**src/sv/smd_pkg.sv**
```systemverilog
`timescale 1ns / 1ps
// ----------------------------------------------------------------------------
// smd_pkg: types and constants of the scaled multiply-divide block
// request and response word layouts and the fixed widths of the datapath
// ----------------------------------------------------------------------------
package smd_pkg;

   localparam int DataWidth    = 32;
   localparam int FactorWidth  = 32;
   localparam int DivisorWidth = 20;
   localparam int ShiftWidth   = 5;
   localparam int ProductWidth = 2 * FactorWidth;
   localparam int CountWidth   = $clog2(ProductWidth + (1 << ShiftWidth));

   typedef struct packed {
      logic [FactorWidth-1:0]  multiplicand;
      logic [FactorWidth-1:0]  multiplier;
      logic [DivisorWidth-1:0] divisor;
      logic [ShiftWidth-1:0]   scale_shift;
   } req_type;

   typedef struct packed {
      logic [DataWidth-1:0] quotient;
      logic                 divide_error;
      logic                 overflow;
   } rsp_type;

endpackage

```
**src/sv/scaled_multiply_divide.sv**
```systemverilog
`timescale 1ns / 1ps
// ----------------------------------------------------------------------------
// scaled_multiply_divide: bit-serial floor(a * b * 2^s / d)
//
// A request word is taken at a rising edge where start is high and busy is
// low. The block then forms the 64-bit product by shift-and-add, one
// multiplier bit per cycle, and divides the product followed by s zero
// bits by the divisor with a restoring divider, one quotient bit per
// cycle. rsp_valid is high for one cycle with the response word: the
// low 32 bits of the quotient, divide_error for a zero divisor (quotient
// 0) and overflow when the true quotient needs more than 32 bits.
// The strobe follows the multiply loop (StMul) and the divide loop (StDiv);
// a zero divisor skips both and answers the cycle after accept. busy drops
// in the strobe cycle, so a new request may be taken at the edge that
// ends it: one request in flight at a time. The receiver cannot stall:
// each response is shown exactly once.
// Synchronous reset returns the sequencer to idle and clears the strobe;
// the datapath registers are not reset.
// ----------------------------------------------------------------------------
module scaled_multiply_divide (
   input  logic            clock,
   input  logic            reset,
   input  logic            start,
   output logic            busy,
   input  smd_pkg::req_type req,
   output logic            rsp_valid,
   output smd_pkg::rsp_type rsp
);
   import smd_pkg::*;

   localparam logic [1:0] StIdle = 2'd0;
   localparam logic [1:0] StMul  = 2'd1;
   localparam logic [1:0] StDiv  = 2'd2;

   localparam logic [CountWidth-1:0] MulLast = CountWidth'(FactorWidth - 1);
   localparam logic [CountWidth-1:0] DivBase = CountWidth'(ProductWidth - 1);

   logic [1:0]              state_ff, state_in;
   logic [CountWidth-1:0]   cnt_ff, cnt_in;
   logic [FactorWidth-1:0]  a_ff, a_in;
   logic [ProductWidth-1:0] acc_ff, acc_in;
   logic [DivisorWidth-1:0] d_ff, d_in;
   logic [ShiftWidth-1:0]   shift_ff, shift_in;
   logic [DivisorWidth-1:0] rem_ff, rem_in;
   logic [DataWidth-1:0]    q_ff, q_in;
   logic                    ovf_ff, ovf_in;
   logic                    rsp_valid_ff, rsp_valid_in;
   rsp_type                 rsp_ff, rsp_in;

   logic [FactorWidth:0]    mul_sum;
   logic [DivisorWidth:0]   trial;
   logic [DivisorWidth+1:0] diff;
   logic                    ge;
   logic [CountWidth-1:0]   div_last;

   always_comb begin
      mul_sum  = {1'b0, acc_ff[ProductWidth-1:FactorWidth]}
               + {1'b0, (acc_ff[0] ? a_ff : {FactorWidth{1'b0}})};
      trial    = {rem_ff, acc_ff[ProductWidth-1]};
      diff     = {1'b0, trial} - {2'b00, d_ff};
      ge       = !diff[DivisorWidth+1];
      div_last = DivBase + CountWidth'(shift_ff);
   end

   always_comb begin
      state_in     = state_ff;
      cnt_in       = cnt_ff;
      a_in         = a_ff;
      acc_in       = acc_ff;
      d_in         = d_ff;
      shift_in     = shift_ff;
      rem_in       = rem_ff;
      q_in         = q_ff;
      ovf_in       = ovf_ff;
      rsp_valid_in = 1'b0;
      rsp_in       = rsp_ff;
      unique case (state_ff)
         StIdle: begin
            if (start) begin
               a_in     = req.multiplicand;
               acc_in   = {{FactorWidth{1'b0}}, req.multiplier};
               d_in     = req.divisor;
               shift_in = req.scale_shift;
               rem_in   = '0;
               q_in     = '0;
               ovf_in   = 1'b0;
               cnt_in   = '0;
               if (req.divisor == '0) begin
                  rsp_valid_in        = 1'b1;
                  rsp_in.quotient     = '0;
                  rsp_in.divide_error = 1'b1;
                  rsp_in.overflow     = 1'b0;
               end else begin
                  state_in = StMul;
               end
            end
         end
         StMul: begin
            // add-and-shift with the multiplier held in the low half
            acc_in = {mul_sum, acc_ff[FactorWidth-1:1]};
            cnt_in = cnt_ff + 1'b1;
            if (cnt_ff == MulLast) begin
               state_in = StDiv;
               cnt_in   = '0;
            end
         end
         StDiv: begin
            // restoring divide, dividend bits from the product msb first
            acc_in = {acc_ff[ProductWidth-2:0], 1'b0};
            rem_in = ge ? diff[DivisorWidth-1:0] : trial[DivisorWidth-1:0];
            q_in   = {q_ff[DataWidth-2:0], ge};
            ovf_in = ovf_ff | q_ff[DataWidth-1];
            cnt_in = cnt_ff + 1'b1;
            if (cnt_ff == div_last) begin
               state_in            = StIdle;
               rsp_valid_in        = 1'b1;
               rsp_in.quotient     = q_in;
               rsp_in.divide_error = 1'b0;
               rsp_in.overflow     = ovf_in;
            end
         end
         default: begin
            state_in = StIdle;
         end
      endcase
   end

   always_ff @(posedge clock) begin
      if (reset) begin
         state_ff     <= StIdle;
         rsp_valid_ff <= 1'b0;
      end else begin
         state_ff     <= state_in;
         rsp_valid_ff <= rsp_valid_in;
      end
   end

   always_ff @(posedge clock) begin
      cnt_ff   <= cnt_in;
      a_ff     <= a_in;
      acc_ff   <= acc_in;
      d_ff     <= d_in;
      shift_ff <= shift_in;
      rem_ff   <= rem_in;
      q_ff     <= q_in;
      ovf_ff   <= ovf_in;
      rsp_ff   <= rsp_in;
   end

   assign busy      = (state_ff != StIdle);
   assign rsp_valid = rsp_valid_ff;
   assign rsp       = rsp_ff;

endmodule
```
**config.mk**
```make
export PLATFORM = sky130hd
export DESIGN_NAME = scaled_multiply_divide
export DESIGN_NICKNAME = d
export VERILOG_FILES = /design/src/sv/smd_pkg.sv /design/src/sv/scaled_multiply_divide.sv
export SDC_FILE = /design/constraint.sdc
export NUM_CORES = 1
export LEC_CHECK = 0
export BUFFER_PORTS_ARGS = -buffer_cell sky130_fd_sc_hd__clkbuf_2
export CAP_MARGIN = 0
export CELL_PAD_IN_SITES_DETAIL_PLACEMENT = 0
export CELL_PAD_IN_SITES_GLOBAL_PLACEMENT = 1
export CORE_ASPECT_RATIO = 0.7
export CORE_MARGIN = 8
export CORE_UTILIZATION = 47
export CTS_CLUSTER_SIZE = 20
export DETAILED_ROUTE_END_ITERATION = 12
export GPL_TIMING_DRIVEN = 0
export PLACE_DENSITY = 0.87
export REMOVE_ABC_BUFFERS = 1
export SLEW_MARGIN = 40
export SYNTH_ARGS = -nofsm -noshare
export SYNTH_HDL_FRONTEND = slang
export SYNTH_SLANG_ARGS = --single-unit
export TNS_END_PERCENT = 5
```
**constraint.sdc**
```tcl
create_clock -name clock -period 4.48 [get_ports clock]
set_clock_uncertainty 0.15 [all_clocks]
set_input_delay 0.672 -clock clock [delete_from_list [all_inputs] [get_ports clock]]
set_output_delay 0.672 -clock clock [all_outputs]
set_load 0.02 [all_outputs]
```
# After elaboration in Yosys (flattened, before gate mapping)
# Cells that the tools add are included.
# word_totals
input_bits,92
elab_cells,64
register_bits,218
# op_classes
add_sub_neg,4
n_reduce_logical,11
n_eq_ne,9
n_mux,26
n_bitwise,1
# op_table
operator,n
$pmux W64 S3,1
$mux W34,3
$pmux W34 S2,1
$mux W32,2
$mux W64,1
$pmux W32 S2,1
$mux W20,2
$pmux W20 S2,1
$add A32 B32 Y33,1
$sub A21 B20 Y22,1
$pmux W7 S3,1
$logic_not A20 Y1,1
$mux W7,2
$ne A2 B2 Y1 const B,5
$mux W2,4
$reduce_and A4 Y1,2
$add A6 B5 Y7 const A,1
$add A7 B1 Y7 const B,1
$eq A7 B5 Y1 const B,1
$eq A7 B7 Y1,1
$pmux W2 S3,1
$reduce_and A2 Y1,3
$mux W1,4
$pmux W1 S2,2
other kinds (7),8

# Logic depth before layout (Yosys ltp)
# depth
ltp_word,4
ltp_mapped,13
depth_no_buf,12

# Worst setup path after synthesis
# Ideal clock, no wire load.
# synth_timing
path_type,input port to flip-flop
start,input port start
end,register acc_ff[0] (enable)
path_buffers,0
setup_ns,0.428
cell_stages,3
arrival_ns,3.410
setup_slack_ns,0.492
cell_sequence,nand2_1 inv_1 a21o_1
# synth_via
elab_chain_len,2
# synth_rtl
item,line,source
"start, declared",scaled_multiply_divide.sv:23,"input logic start,"
$ne A2 B2 Y1 (no source line),-,
$reduce_and A2 Y1 (no source line),-,
"end signal, assigned",scaled_multiply_divide.sv:141,acc_ff <= acc_in;
"end, declared",scaled_multiply_divide.sv:41,"logic [ProductWidth-1:0] acc_ff, acc_in;"
# No other way between the ends.
# A chain may end at the register's enable or synchronous reset.

# Final worst setup path
# layout_timing
start,register acc_ff[0]
end,register acc_ff[55] (data pin)
# layout_via
elab_chain_len,3
# layout_rtl
item,line,source
$mux W32,scaled_multiply_divide.sv:58,"+ {1'b0, (acc_ff[0] ? a_ff : {FactorWidth{1'b0}})};"
$add A32 B32 Y33,scaled_multiply_divide.sv:58,
$pmux W64 S3,scaled_multiply_divide.sv:77,unique case (state_ff)
via acc_in[55],scaled_multiply_divide.sv:41,
# The timed path passes the listed nets, and every way through them passes these cells.

==> impl_metrics.json <==
{
  "slew_headroom_pct": 50.38,
  "dp_hpwl_um": 18400,
  "drtIter0Drc": 626,
  "min_period_ns": 3.904,
  "crit_fanout": 13,
  "rr_startpoint": "acc_ff[0]$_DFFE_PP_",
  "grt_pass1_vias": 7861,
  "via_per_inst": 5.509,
  "synth_cell_types": 71,
  "core-area_sq_um": 24320,
  "start_util_pct": 47.25,
  "path_class": "reg2reg",
  "clock-sinks": 218,
  "critPathSlowestCell": "edfxtp_1",
  "worstHoldPathType": "in2reg",
  "worstHoldStart": "req[70]",
  "ys.flop_type": "edfxtp_1",
  "cts_max_path_buffers": 3,
  "layout-drive-gt1-share_pct": 17.14,
  "io_buffers": 127,
  "die_width_um": 202.9,
  "crit_chain": "buf_6 > and2_1 > ha_1 > inv_1 > fa_1 > and2b_1 > o2111ai_1 > and3b_1 > o211ai_1 > a21oi_1 > o41ai_1 > xnor2_1 > o21ai_1",
  "seq_area_frac_synth_pct": 56.69,
  "grt_pass1_wl_um": 41660,
  "cp_num_buf_inv": 2,
  "synth_cells": 997,
  "status": "complete, no violations",
  "crit_arrival_ns": 4.00,
  "tritoncts": "built",
  "chipHeight_um": 146.8,
  "area_growth_pct": 16.18,
  "clk_latency_ns": 0.53,
  "finalSetupViolCount": 0,
  "rsz0062_at_grt": "no",
  "cp_top_family": "compound AO/OA/AOI/OAI gates",
  "dp_cells": 1410,
  "power_density_nw_per_um2": 686.8,
  "ys_ff_latch": 218,
  "hold_viol": 0,
  "grt_max_degree": 61,
  "clk_pin_slew_worst_paths_ns": 0.07,
  "min_period_over_period_pct": 87.13,
  "reg2reg_depth": 13,
  "globalplace.congestion": 0.8867,
  "grt_usage_pct": 16.97,
  "antenna_found_initial": 0,
  "cts-buffers-inserted": 23,
  "rrSetupSlack_ns": 0.58,
  "post-cts-setup-buffers": 0,
  "postRouteAntennaNets": 0,
  "die_area_sq_um": 29790,
  "slowest_delay_ns": 0.59,
  "end_kind": "flip-flop",
  "dr.pass1.iters": 5,
  "maxCapViolCount": 0,
  "start_kind": "flip-flop",
  "routed_wl_um": 25870,
  "drv_slew": 0,
  "yosys_warnings": 0,
  "h-tree-depth": 1,
  "crit_start": "acc_ff[0]$_DFFE_PP_",
  "via_count": 7994,
  "worstHoldPathCells": 1,
  "leakagePower_nw": 5.200,
  "async_flop_share_pct": 0,
  "cts-root-buf": "clkbuf_16",
  "final_common_cell": "edfxtp_1",
  "dpl_cell_area_sq_um": 12590,
  "synth.cell_area_sq_um": 11490,
  "synth_edf_count": 215,
  "io_pins": 128,
  "cp_num_cells": 13,
  "drc_errors": 0,
  "instances_no_fill": 1451,
  "row_count": 48,
  "final_nets": 1261,
  "wire_per_inst_um": 17.83,
  "overflow": 0,
  "clock.fmax_mhz": 256.2,
  "crit_required_ns": 4.58,
  "cts_hold_buf": 0,
  "final_cell_mix": "215 x edfxtp_1, 127 x clkbuf_2, 76 x nor2_1, 76 x a21oi_1, 73 x nand2_1",
  "max-vdd-ir-drop_mv": 0.2952,
  "cts_resized": 0,
  "post_synth.cell_area_avg_sq_um": 11.53,
  "worst_pin_slew_ns": 0.7443,
  "fin_area_sq_um": 13350,
  "num_antenna_cells": 0
}
routing by layer:
layer | vias to the layer above | track usage (%) | wire length, um | share of wire, %
met1 | 3766 | 26.28 | 13110 | 51
met3 | 38 | 3.102 | 1586 | 6.1
met4 | 0 | 4.268 | 532 | 2.1
met2 | 243 | 23.91 | 10640 | 41
met5 | - | 0 | 0 | 0
li1 | 3947 | - | - | -
stage by stage:
stage          setup WS [ns]  setup TNS (ns)  util (%)  hold WS, ns  total power, mW
2_1_floorplan         0.4924               0         -       0.3371            6.175
3_3_place_gp          -1.169         -142.91     50.73       0.3623            7.067
3_5_place_dp          0.6781               0     51.77       0.3888            7.250
4_1_cts               0.6355               0     54.90       0.1353            9.216
5_1_grt               0.4305               0     54.90       0.1378            9.775
6_report              0.5764               0     54.90       0.1613            9.171
registers in the layout (all words and copies together), names as in the netlist:
signal	cells
a_ff	32
state_ff	2
rem_ff	20
rsp_valid	1
acc_ff	64
rsp	34
shift_ff	5
d_ff	20
ovf_ff	1
q_ff	32
cnt_ff	7
final cells by class:
class                           instances  area, sq um
Clock buffer                           24        579.3
Fill cell                            2097        10970
Multi-Input combinational cell        690         4691
Inverter                               39        148.9
Tap cell                              325        406.6
Sequential cell                       218         6516
Clock inverter                         17        180.2
Timing Repair Buffer                  138        830.8
Yosys cell counts, types with 24 or more instances:
cell | instances | area [sq um]
inv_1 | 38 | 142.6
o21ai_0 | 39 | 195.2
edfxtp_1 | 215 | 6456
clkbuf_1 | 37 | 138.9
ha_1 | 57 | 713.2
nand2_1 | 75 | 281.5
a21oi_1 | 77 | 385.4
xor2_1 | 24 | 210.2
a22oi_1 | 31 | 232.7
xnor2_1 | 32 | 280.3
a21o_1 | 26 | 195.2
nor2_1 | 76 | 285.3
and2_1 | 68 | 425.4
cells by family (layout without fill, tap and decap cells):
logic type | Yosys count | after routing | synth area share [%]
muxes | 13 | 13 | 1.132
adders and majority gates | 59 | 59 | 6.553
DFF | 218 | 218 | 56.69
buffers and inverters | 89 | 218 | 2.994
AOI/OAI and AO/OA | 268 | 268 | 15.57
xor gates and xnor gates | 56 | 56 | 4.267
and+or+nand+nor | 294 | 294 | 12.79
power breakdown:
part	switching, mW	total (mW)	internal (mW)
combinational	2.32	3.81	1.49
clock	0.808	1.93	1.12
sequential	0.314	3.43	3.12
total	3.44	9.17	5.73
final timing paths:
path / end
worst min-delay path: a_ff[13]$_DFFE_PP_
worst min register to register: q_ff[21]$_SDFFCE_PN0P_
worst max-delay path: acc_ff[55]$_DFFE_PP_
worst max register to register: acc_ff[55]$_DFFE_PP_
worst register-to-register path, cell delays in order (launching register included):
cell and delay [ns]:
edfxtp_1 0.59, buf_6 0.22, and2_1 0.14, ha_1 0.17, inv_1 0.06, fa_1 0.40, and2b_1 0.23, o2111ai_1 0.12
and3b_1 0.27, o211ai_1 0.31, a21oi_1 0.27, o41ai_1 0.45, xnor2_1 0.17, o21ai_1 0.07
(Power assumes the default switching activity.)
